$ cat src/sbd_pkg.sv
package sbd_pkg;

    localparam int FRAME_BYTES  = 25;
    localparam int CALIB_FRAMES = 10;

    localparam int POS_W  = 5;
    localparam int CH_W   = 11;
    localparam int DW     = 22;   // datapath width, holds gain * (t + u)
    localparam int SPD_W  = 17;
    localparam int LIM_W  = 16;
    localparam int GAIN_W = 8;

    // first and last stored frame bytes (channels 2, 3 and 5 live in bytes 3..9)
    localparam logic [POS_W-1:0] FB_FIRST = POS_W'(3);
    localparam logic [POS_W-1:0] FB_LAST  = POS_W'(9);
    localparam int               FB_DEPTH = 7;

    localparam logic [7:0] SBUS_HEADER = 8'h0F;
    localparam logic [7:0] SBUS_FOOTER = 8'h00;
    localparam logic [3:0] SBUS_FOOT_NIB = 4'h4;

    localparam logic [CH_W-1:0] CH5_LOW  = CH_W'(1800);
    localparam logic [CH_W-1:0] CH5_MID  = CH_W'(1000);
    localparam logic [CH_W-1:0] CH5_HIGH = CH_W'(200);

    localparam logic [1:0] GEAR_LOW  = 2'd0;
    localparam logic [1:0] GEAR_MID  = 2'd1;
    localparam logic [1:0] GEAR_HIGH = 2'd2;

    localparam int         DEADBAND  = 15;
    localparam logic [9:0] TURN_NUM  = 10'd682;
    localparam int         TURN_SHIFT = 10;

    localparam logic [1:0] REG_DRIVE_GAIN = 2'd0;
    localparam logic [1:0] REG_LIMIT_LOW  = 2'd1;
    localparam logic [1:0] REG_LIMIT_MID  = 2'd2;
    localparam logic [1:0] REG_LIMIT_HIGH = 2'd3;

    typedef enum logic [1:0] {
        ALU_ADD,
        ALU_SUB,
        ALU_MUL,
        ALU_RCP
    } t_alu_op;

endpackage

$ cat src/sbus_to_differential_drive.sv
// The last byte of a valid frame starts a sequence on the shared ALU: the mixing
// path runs DT, DR, TBIAS, UMUL, TGAIN, UGAIN, LEFT, RIGHT, PUSH; a calibration
// frame CSUM_T, CSUM_U, PUSH; the frame that completes calibration adds TBASE and
// UBASE (two reciprocal multiplies). PUSH waits while the previous output is
// untaken. Throughput: 1 byte per cycle outside the sequence, not ready during it.
// Reset: synchronous active-low; clears framing, calibration, gear, config defaults.
module sbus_to_differential_drive #(
    parameter int CALIB_FRAMES = sbd_pkg::CALIB_FRAMES
) (
    input  logic        i_clk,
    input  logic        i_rst_n,
    input  logic        i_s_tvalid,
    output logic        o_s_tready,
    input  logic [7:0]  i_s_tdata,   // [7:0] rx_byte
    input  logic        i_s_tuser,   // [0] frame_start
    output logic        o_m_tvalid,
    input  logic        i_m_tready,
    // [16:0] left_speed, [33:17] right_speed, [35:34] gear, [36] calibrated
    output logic [39:0] o_m_tdata,
    input  logic        i_cfg_we,
    input  logic [1:0]  i_cfg_index,
    input  logic [15:0] i_cfg_data
);

    localparam int DW     = sbd_pkg::DW;
    localparam int CH_W   = sbd_pkg::CH_W;
    localparam int POS_W  = sbd_pkg::POS_W;
    localparam int SPD_W  = sbd_pkg::SPD_W;
    localparam int LIM_W  = sbd_pkg::LIM_W;
    localparam int SUM_W  = CH_W + $clog2(CALIB_FRAMES);
    localparam int CNT_W  = $clog2(CALIB_FRAMES + 1);
    // sum / CALIB_FRAMES as (sum * RCP_MUL) >> RCP_SHIFT, exact over the sum range
    localparam int RCP_SHIFT = SUM_W + $clog2(CALIB_FRAMES);
    localparam logic [15:0] RCP_MUL =
        16'(((1 << RCP_SHIFT) + CALIB_FRAMES - 1) / CALIB_FRAMES);
    localparam logic [CNT_W-1:0]  CALIB_N   = CNT_W'(CALIB_FRAMES);
    localparam logic [POS_W-1:0]  POS_LASTB = POS_W'(sbd_pkg::FRAME_BYTES - 1);

    typedef enum logic [3:0] {
        S_IDLE,
        S_CSUM_T,
        S_CSUM_U,
        S_TBASE,
        S_UBASE,
        S_DT,
        S_DR,
        S_TBIAS,
        S_UMUL,
        S_TGAIN,
        S_UGAIN,
        S_LEFT,
        S_RIGHT,
        S_PUSH
    } t_state;

    t_state r_state;

    logic [sbd_pkg::GAIN_W-1:0] r_gain;
    logic [LIM_W-1:0]           r_lim_low;
    logic [LIM_W-1:0]           r_lim_mid;
    logic [LIM_W-1:0]           r_lim_high;

    logic [POS_W-1:0] r_pos;
    logic [7:0]       r_fb [sbd_pkg::FB_DEPTH];
    logic             r_hdr_good;
    logic [CNT_W-1:0] r_cnt;
    logic [SUM_W-1:0] r_tsum;
    logic [SUM_W-1:0] r_usum;
    logic [CH_W-1:0]  r_tbase;
    logic [CH_W-1:0]  r_ubase;
    logic [1:0]       r_gear;

    logic signed [DW-1:0] r_t;
    logic signed [DW-1:0] r_u;
    logic                 r_usign;
    logic signed [DW-1:0] r_l;
    logic signed [DW-1:0] r_r;

    logic        r_m_valid;
    logic [39:0] r_m_data;

    logic [CH_W-1:0] ch2, ch3, ch5;
    logic [1:0]      n_gear;
    logic            in_acc;
    logic            foot_ok;
    logic [2:0]      fb_idx;

    sbd_pkg::t_alu_op     alu_op;
    logic signed [DW-1:0] alu_a, alu_b, alu_y;

    logic                 t_pos;
    logic [LIM_W-1:0]     lim;
    logic signed [DW-1:0] lim_p, lim_n;
    logic signed [DW-1:0] cl_l, cl_r;
    logic signed [11:0]   u_signed;
    logic signed [DW-1:0] t_bias;
    logic signed [DW-1:0] t_shift;

    // r_fb[0] holds frame byte 3
    assign ch2 = {r_fb[2][0], r_fb[1], r_fb[0][7:6]};
    assign ch3 = {r_fb[3][3:0], r_fb[2][7:1]};
    assign ch5 = {r_fb[6][1:0], r_fb[5], r_fb[4][7]};

    assign in_acc  = i_s_tvalid && o_s_tready;
    assign foot_ok = (i_s_tdata == sbd_pkg::SBUS_FOOTER)
                  || (i_s_tdata[3:0] == sbd_pkg::SBUS_FOOT_NIB);
    assign fb_idx  = 3'(r_pos - sbd_pkg::FB_FIRST);

    always_comb begin
        if (ch5 == sbd_pkg::CH5_LOW)       n_gear = sbd_pkg::GEAR_LOW;
        else if (ch5 == sbd_pkg::CH5_MID)  n_gear = sbd_pkg::GEAR_MID;
        else if (ch5 == sbd_pkg::CH5_HIGH) n_gear = sbd_pkg::GEAR_HIGH;
        else                               n_gear = r_gear;
    end

    assign t_pos     = !r_t[DW-1] && (r_t != '0);
    assign u_signed  = r_usign ? -r_u[11:0] : r_u[11:0];

    // truncation toward zero: bias negative values by divisor - 1
    always_comb begin
        case (r_gear)
            sbd_pkg::GEAR_LOW: begin
                t_bias  = r_t[DW-1] ? DW'(3) : '0;
                t_shift = r_t >>> 2;
            end
            sbd_pkg::GEAR_MID: begin
                t_bias  = r_t[DW-1] ? DW'(1) : '0;
                t_shift = r_t >>> 1;
            end
            default: begin
                t_bias  = '0;
                t_shift = r_t;
            end
        endcase
    end

    always_comb begin
        case (r_gear)
            sbd_pkg::GEAR_LOW: lim = r_lim_low;
            sbd_pkg::GEAR_MID: lim = r_lim_mid;
            default:           lim = r_lim_high;
        endcase
    end

    assign lim_p = $signed({{(DW-LIM_W){1'b0}}, lim});
    assign lim_n = -lim_p;
    assign cl_l  = (r_l > lim_p) ? lim_p : (r_l < lim_n) ? lim_n : r_l;
    assign cl_r  = (r_r > lim_p) ? lim_p : (r_r < lim_n) ? lim_n : r_r;

    // operand select for the shared ALU
    always_comb begin
        alu_op = sbd_pkg::ALU_ADD;
        alu_a  = '0;
        alu_b  = '0;
        case (r_state)
            S_CSUM_T: begin
                alu_a = $signed({{(DW-SUM_W){1'b0}}, r_tsum});
                alu_b = $signed({{(DW-CH_W){1'b0}}, ch2});
            end
            S_CSUM_U: begin
                alu_a = $signed({{(DW-SUM_W){1'b0}}, r_usum});
                alu_b = $signed({{(DW-CH_W){1'b0}}, ch3});
            end
            S_TBASE: begin
                alu_op = sbd_pkg::ALU_RCP;
                alu_a  = $signed({{(DW-SUM_W){1'b0}}, r_tsum});
                alu_b  = $signed({{(DW-16){1'b0}}, RCP_MUL});
            end
            S_UBASE: begin
                alu_op = sbd_pkg::ALU_RCP;
                alu_a  = $signed({{(DW-SUM_W){1'b0}}, r_usum});
                alu_b  = $signed({{(DW-16){1'b0}}, RCP_MUL});
            end
            S_DT: begin
                alu_op = sbd_pkg::ALU_SUB;
                alu_a  = $signed({{(DW-CH_W){1'b0}}, ch2});
                alu_b  = $signed({{(DW-CH_W){1'b0}}, r_tbase});
            end
            S_DR: begin
                alu_op = sbd_pkg::ALU_SUB;
                alu_a  = $signed({{(DW-CH_W){1'b0}}, ch3});
                alu_b  = $signed({{(DW-CH_W){1'b0}}, r_ubase});
            end
            S_TBIAS: begin
                alu_a = r_t;
                alu_b = t_bias;
            end
            S_UMUL: begin
                alu_op = sbd_pkg::ALU_MUL;
                alu_a  = r_u;
                alu_b  = $signed({{(DW-10){1'b0}}, sbd_pkg::TURN_NUM});
            end
            S_TGAIN: begin
                alu_op = sbd_pkg::ALU_MUL;
                alu_a  = r_t;
                alu_b  = $signed({{(DW-sbd_pkg::GAIN_W){1'b0}}, r_gain});
            end
            S_UGAIN: begin
                alu_op = sbd_pkg::ALU_MUL;
                alu_a  = {{(DW-12){u_signed[11]}}, u_signed};
                alu_b  = $signed({{(DW-sbd_pkg::GAIN_W){1'b0}}, r_gain});
            end
            S_LEFT: begin
                alu_op = t_pos ? sbd_pkg::ALU_ADD : sbd_pkg::ALU_SUB;
                alu_a  = r_t;
                alu_b  = r_u;
            end
            S_RIGHT: begin
                alu_op = t_pos ? sbd_pkg::ALU_SUB : sbd_pkg::ALU_ADD;
                alu_a  = r_t;
                alu_b  = r_u;
            end
            default: begin
                alu_op = sbd_pkg::ALU_ADD;
            end
        endcase
    end

    sbd_alu #(
        .RCP_SHIFT (RCP_SHIFT)
    ) u_alu (
        .i_op (alu_op),
        .i_a  (alu_a),
        .i_b  (alu_b),
        .o_y  (alu_y)
    );

    assign o_s_tready = (r_state == S_IDLE);
    assign o_m_tvalid = r_m_valid;
    assign o_m_tdata  = r_m_data;

    always_ff @(posedge i_clk) begin
        if (!i_rst_n) begin
            r_gain     <= sbd_pkg::GAIN_W'(1);
            r_lim_low  <= LIM_W'(600);
            r_lim_mid  <= LIM_W'(1200);
            r_lim_high <= LIM_W'(2100);
        end else if (i_cfg_we) begin
            case (i_cfg_index)
                sbd_pkg::REG_DRIVE_GAIN: r_gain     <= i_cfg_data[sbd_pkg::GAIN_W-1:0];
                sbd_pkg::REG_LIMIT_LOW:  r_lim_low  <= i_cfg_data;
                sbd_pkg::REG_LIMIT_MID:  r_lim_mid  <= i_cfg_data;
                sbd_pkg::REG_LIMIT_HIGH: r_lim_high <= i_cfg_data;
                default: ;
            endcase
        end
    end

    // frame byte store, written only while receiving
    always_ff @(posedge i_clk) begin
        if (in_acc && !i_s_tuser && r_pos >= sbd_pkg::FB_FIRST
                && r_pos <= sbd_pkg::FB_LAST) begin
            r_fb[fb_idx] <= i_s_tdata;
        end
    end

    always_ff @(posedge i_clk) begin
        if (!i_rst_n) begin
            r_state    <= S_IDLE;
            r_pos      <= '0;
            r_hdr_good <= 1'b0;
            r_cnt      <= '0;
            r_tsum     <= '0;
            r_usum     <= '0;
            r_tbase    <= '0;
            r_ubase    <= '0;
            r_gear     <= sbd_pkg::GEAR_LOW;
            r_m_valid  <= 1'b0;
        end else begin
            // S_PUSH handles the output register itself
            if (r_m_valid && i_m_tready && r_state != S_PUSH) begin
                r_m_valid <= 1'b0;
            end
            case (r_state)
                S_IDLE: begin
                    if (in_acc) begin
                        if (i_s_tuser) begin
                            r_hdr_good <= (i_s_tdata == sbd_pkg::SBUS_HEADER);
                            r_pos      <= POS_W'(1);
                        end else if (r_pos == '0 || r_pos > POS_LASTB) begin
                            r_pos <= '0;
                        end else if (r_pos < POS_LASTB) begin
                            r_pos <= r_pos + POS_W'(1);
                        end else begin
                            r_pos <= '0;
                            if (r_hdr_good && foot_ok) begin
                                r_gear  <= n_gear;
                                r_state <= (r_cnt < CALIB_N) ? S_CSUM_T : S_DT;
                            end
                        end
                    end
                end
                S_CSUM_T: begin
                    r_tsum  <= alu_y[SUM_W-1:0];
                    r_cnt   <= r_cnt + CNT_W'(1);
                    r_state <= S_CSUM_U;
                end
                S_CSUM_U: begin
                    r_usum <= alu_y[SUM_W-1:0];
                    r_l    <= '0;
                    r_r    <= '0;
                    if (r_cnt == CALIB_N) begin
                        r_state <= S_TBASE;
                    end else begin
                        r_state <= S_PUSH;
                    end
                end
                S_TBASE: begin
                    r_tbase <= alu_y[CH_W-1:0];
                    r_state <= S_UBASE;
                end
                S_UBASE: begin
                    r_ubase <= alu_y[CH_W-1:0];
                    r_state <= S_PUSH;
                end
                S_DT: begin
                    r_t     <= alu_y;
                    r_state <= S_DR;
                end
                S_DR: begin
                    r_u <= alu_y;
                    if (r_t > -DW'(sbd_pkg::DEADBAND) && r_t < DW'(sbd_pkg::DEADBAND)) begin
                        r_t <= '0;
                    end
                    r_state <= S_TBIAS;
                end
                S_TBIAS: begin
                    r_t     <= alu_y;
                    r_usign <= r_u[DW-1];
                    if (r_u > -DW'(sbd_pkg::DEADBAND) && r_u < DW'(sbd_pkg::DEADBAND)) begin
                        r_u <= '0;
                    end else begin
                        r_u <= r_u[DW-1] ? -r_u : r_u;
                    end
                    r_state <= S_UMUL;
                end
                S_UMUL: begin
                    r_u     <= alu_y >>> sbd_pkg::TURN_SHIFT;
                    r_t     <= t_shift;
                    r_state <= S_TGAIN;
                end
                S_TGAIN: begin
                    r_t     <= alu_y;
                    r_state <= S_UGAIN;
                end
                S_UGAIN: begin
                    r_u     <= alu_y;
                    r_state <= S_LEFT;
                end
                S_LEFT: begin
                    r_l     <= alu_y;
                    r_state <= S_RIGHT;
                end
                S_RIGHT: begin
                    r_r     <= alu_y;
                    r_state <= S_PUSH;
                end
                S_PUSH: begin
                    if (!r_m_valid || i_m_tready) begin
                        r_m_valid <= 1'b1;
                        r_m_data  <= {3'b000, (r_cnt == CALIB_N), r_gear,
                                      cl_r[SPD_W-1:0], cl_l[SPD_W-1:0]};
                        r_state   <= S_IDLE;
                    end
                end
                default: begin
                    r_state <= S_IDLE;
                end
            endcase
        end
    end

endmodule

$ cat src/sbd_alu.sv
module sbd_alu #(
    parameter int RCP_SHIFT = sbd_pkg::CH_W + 2 * $clog2(sbd_pkg::CALIB_FRAMES)
) (
    input  sbd_pkg::t_alu_op                  i_op,
    input  logic signed [sbd_pkg::DW-1:0]     i_a,
    input  logic signed [sbd_pkg::DW-1:0]     i_b,
    output logic signed [sbd_pkg::DW-1:0]     o_y
);

    localparam int RCP_W = 16;

    logic signed [sbd_pkg::DW-1:0] mul_a;
    logic signed [sbd_pkg::DW-1:0] mul_b;
    logic [2*RCP_W-1:0]            rcp_prod;
    logic [2*RCP_W-1:0]            rcp_shr;

    // multiply: 12-bit signed a by 10-bit unsigned b
    assign mul_a = {{(sbd_pkg::DW-12){i_a[11]}}, i_a[11:0]};
    assign mul_b = {{(sbd_pkg::DW-10){1'b0}}, i_b[9:0]};

    // reciprocal multiply: unsigned 16 by 16, upper part kept as the quotient
    assign rcp_prod = {{RCP_W{1'b0}}, i_a[RCP_W-1:0]} * {{RCP_W{1'b0}}, i_b[RCP_W-1:0]};
    assign rcp_shr  = rcp_prod >> RCP_SHIFT;

    always_comb begin
        case (i_op)
            sbd_pkg::ALU_ADD: o_y = i_a + i_b;
            sbd_pkg::ALU_SUB: o_y = i_a - i_b;
            sbd_pkg::ALU_MUL: o_y = mul_a * mul_b;
            sbd_pkg::ALU_RCP: o_y = rcp_shr[sbd_pkg::DW-1:0];
            default:          o_y = '0;
        endcase
    end

endmodule
$ cat config.mk
export PLATFORM = sky130hd
export DESIGN_NAME = sbus_to_differential_drive
export DESIGN_NICKNAME = d
export VERILOG_FILES = /design/src/sbd_pkg.sv /design/src/sbus_to_differential_drive.sv /design/src/sbd_alu.sv
export SDC_FILE = /design/constraint.sdc
export NUM_CORES = 2
export LEC_CHECK = 0
export BUFFER_PORTS_ARGS = -buffer_cell sky130_fd_sc_hd__buf_2
export CAP_MARGIN = 20
export CORE_MARGIN = 3
export CORE_UTILIZATION = 25
export DETAILED_ROUTE_END_ITERATION = 16
export PLACE_DENSITY_LB_ADDON = 0.05
export SYNTH_ARGS = -nofsm -noshare
export SYNTH_HDL_FRONTEND = slang
export SYNTH_SLANG_ARGS = --single-unit
$ cat constraint.sdc
create_clock -name i_clk -period 10.8 [get_ports i_clk]
set_input_delay 3.24 -clock i_clk [delete_from_list [all_inputs] [get_ports i_clk]]
set_output_delay 3.24 -clock i_clk [all_outputs]
set_load 0.01 [all_outputs]
==> impl_metrics.py <==
metrics = {
    "finish": {
        "stdcell_area_sq_um": 33900,
        "layout-drive-gt1-share": 0.0949,
        "nets": 4022,
        "layout_common_cells": "inv_1, nand2_1, nor2_1",
        "fin_util": 0.286,
        "area_growth_pct": 13.1,
        "final_common_cell": "inv_1",
    },
    "pwr": {
        "p_leak_nw": 14.9,
        "powerDensity_nw_per_um2": 267,
        "ir_worst_vdd_v": 0.000226,
        "totalPowerFinal_mw": 9.04,
    },
    "floorplan": {
        "core_sq_um": 118000,
        "die_h_microns": 352,
        "dieArea_sq_um": 124000,
        "start_util": 0.253,
        "ios": 74,
        "die_w_microns": 352,
        "rows": 126,
    },
    "yosys": {
        "synthSimpleGateAreaFrac": 0.158,
        "synthAdderAreaFrac": 0.310,
        "ys_seq_elements": 284,
        "synth_edf_count": 159,
        "synth_compound_area_frac": 0.142,
        "synth_top_family_by_area": "adder cells",
        "postSynthCellCount": 3361,
        "async_reset_ff_frac": 0,
        "ys_seq_area_frac": 0.243,
        "synthFlopType": "edfxtp_1",
        "synth_xor_area_frac": 0.0335,
        "muxShareOfSynthArea": 0.0344,
        "synth_cell_types": 96,
        "syn_area_per_cell_sq_um": 8.91,
        "ys.warnings.count": 0,
        "netlist_area_sq_um": 30000,
    },
    "setup_path": {
        "cpPeakStageDelay_ps": 870,
        "cp.buffers_inverters": 6,
        "timing.reg2reg.setup_slack_ps": 1030,
        "cp_slowest_cell": "dfxtp_1",
        "crit_type": "reg2reg",
        "crit_end": "r_r[7]",
        "start_kind": "flip-flop",
        "r2r-start": "r_state[1]",
        "worstPathMaxFanout": 23,
        "r2r_end": "r_r[7]",
        "rr_worst_depth": 26,
        "required_ps": 11110,
        "cp_top_family": "adder cells",
        "crit_path_end_kind": "flip-flop",
        "cpMostUsedCell": "fa_1",
        "timing.critical_path.from": "r_state[1]",
        "crit_cells": 26,
        "worstPathArrival_ps": 10080,
    },
    "routing": {
        "vias": 25100,
        "routedWlPerCell_microns": 25.6,
        "drt_first_iter_violations": 1794,
        "finalWirelength_microns": 129000,
        "routed_via_density": 4.96,
        "firstDrtPassIters": 5,
        "route.detailed.drc": 0,
        "detail-route-antenna-nets": 0,
    },
    "global_routing": {
        "grtUsageMet3": 0.0214,
        "grt_util_met1": 0.273,
        "grt_pass1_wl_microns": 189000,
        "grt_pass1_vias": 26200,
        "grt_max_degree": 57,
        "groute.layer.met2.usage": 0.355,
        "antenna_found_initial": 2,
        "busiest_layer": "met2",
        "grt_usage": 0.206,
        "grt.overflow.total": 0,
    },
    "placement": {
        "port_buffers": 70,
        "placed_area_sq_um": 32700,
        "dp_hpwl_microns": 103000,
        "place_congestion": 0.902,
    },
    "cts": {
        "cts_sinks": 284,
        "postCtsHoldBufs": 0,
        "cts_root_buf": "clkbuf_16",
        "cts_tree": "yes",
        "numCtsBuffers": 38,
        "cts_resized": 0,
        "cts.clk_slew.worst_paths_ps": 60,
        "postCtsSetupBuffers": 0,
        "clock_latency_ps": 590,
        "htreeDepth": 2,
        "cts_buffer_depth": 3,
    },
    "flow_run": {
        "drv_cap": 0,
    },
    "sta": {
        "skew_ps": 36.3,
        "fin_crit_sh": 0.905,
        "fmax_mhz": 102,
        "finalSetupTns_ps": 0,
        "final-setup-viol-count": 0,
        "hold_viol": 0,
        "worst_slew_pin_slew_ps": 1190,
        "rsz0062_at_grt": "no",
        "period_needed_ps": 9770,
        "slew_headroom": 0.209,
        "report.final.slew_viol_count": 0,
    },
    "worst_hold_path": {
        "hold_path_class": "reg2reg",
    },
    "status": {
        "status": "finished clean",
    },
}
-- per-layer routing --
layer,up-vias,wire [microns]
met5,-,0
met2,663,62800
met3,163,4750
met4,0,3820
li1,11500,-
met1,12700,57900
-- power breakdown --
group | leakage (nW) | internal (mW) | total (mW) | switching, mW
logic | 11.8 | 1.94 | 6.29 | 4.35
registers | 2.48 | 1.31 | 1.51 | 0.208
clock network | 0.585 | 0.713 | 1.23 | 0.520
-- worst reg2reg max path, delay by kind of cell (launching register included) --
| kind | cells | cell delay, ps |
|---|---|---|
| DFF | 1 | 870 |
| AOI/OAI and AO/OA | 6 | 2220 |
| adders and majority gates | 7 | 3480 |
| xor gates and xnor gates | 2 | 590 |
| buffers and inverters | 6 | 940 |
| and+or+nand+nor | 5 | 1420 |
-- worst min-delay path by stage --
stage / from / endpoint / slack, ps / depth (start not counted)
6_report: r_lim_low[2] / r_lim_low[2] / 450 / 2
5_1_grt: r_lim_low[0] / r_lim_low[0] / 470 / 2
4_1_cts: r_lim_low[2] / r_lim_low[2] / 450 / 2
3_5_place_dp: r_lim_low[2] / r_lim_low[2] / 450 / 2
3_3_place_gp: r_lim_low[10] / r_lim_low[10] / 440 / 2
2_1_floorplan: r_gear[0] / o_m_tdata[34] / 430 / 0
-- per-stage QoR --
stage	setup WS (ps)	hold WS (ps)	instances
after CTS	1120	453	5056
after global placement	1090	441	4981
after floorplan	2350	431	3363
after detailed placement	1140	445	4986
after global routing	648	470	5058
final	1030	450	5060
-- logic make-up after synthesis --
group / Yosys count
other: 1
adders and majority gates: 562
xor gates and xnor gates: 112
DFF: 284
buffers and inverters: 610
AOI/OAI and AO/OA: 655
and+or+nand+nor: 1040
muxes: 97
-- state kept, by name, summed over array words and instances, names as in the netlist, 2 cells and up --
register	flops
o_m_tdata	37
r_fb	33
r_l	22
r_r	22
r_t	22
r_u	22
r_lim_high	16
r_lim_low	16
r_lim_mid	16
r_tsum	15
r_usum	15
r_tbase	11
r_ubase	11
r_gain	8
r_pos	5
r_cnt	4
r_state	4
r_gear	2
-- cells in the mapped netlist, drive strengths merged, types with 47 or more instances --
| master | count | share of area |
|---|---|---|
| nand3 | 56 | 0.0094 |
| fa | 299 | 0.20 |
| nor2 | 366 | 0.046 |
| a22oi | 53 | 0.013 |
| dfxtp | 125 | 0.084 |
| ha | 263 | 0.11 |
| mux2i | 85 | 0.030 |
| xor2 | 47 | 0.014 |
| edfxtp | 159 | 0.16 |
| clkbuf | 116 | 0.015 |
| nor3 | 49 | 0.0087 |
| o21ai | 136 | 0.023 |
| inv | 444 | 0.056 |
| a21oi | 181 | 0.030 |
| xnor2 | 65 | 0.019 |
| nand2 | 364 | 0.046 |
-- layout make-up --
class                   instances  area, sq um
inverters                     450         1690
flip-flops and latches        284         7280
clock inverters                23          180
multi-input cells            2469        20500
well taps                    1600         2000
diodes                          2         5.00
fillers                     12600        84500
repair buffers                185         1260
clock buffers                  47         1010
Power figures use the tool's default switching activity.
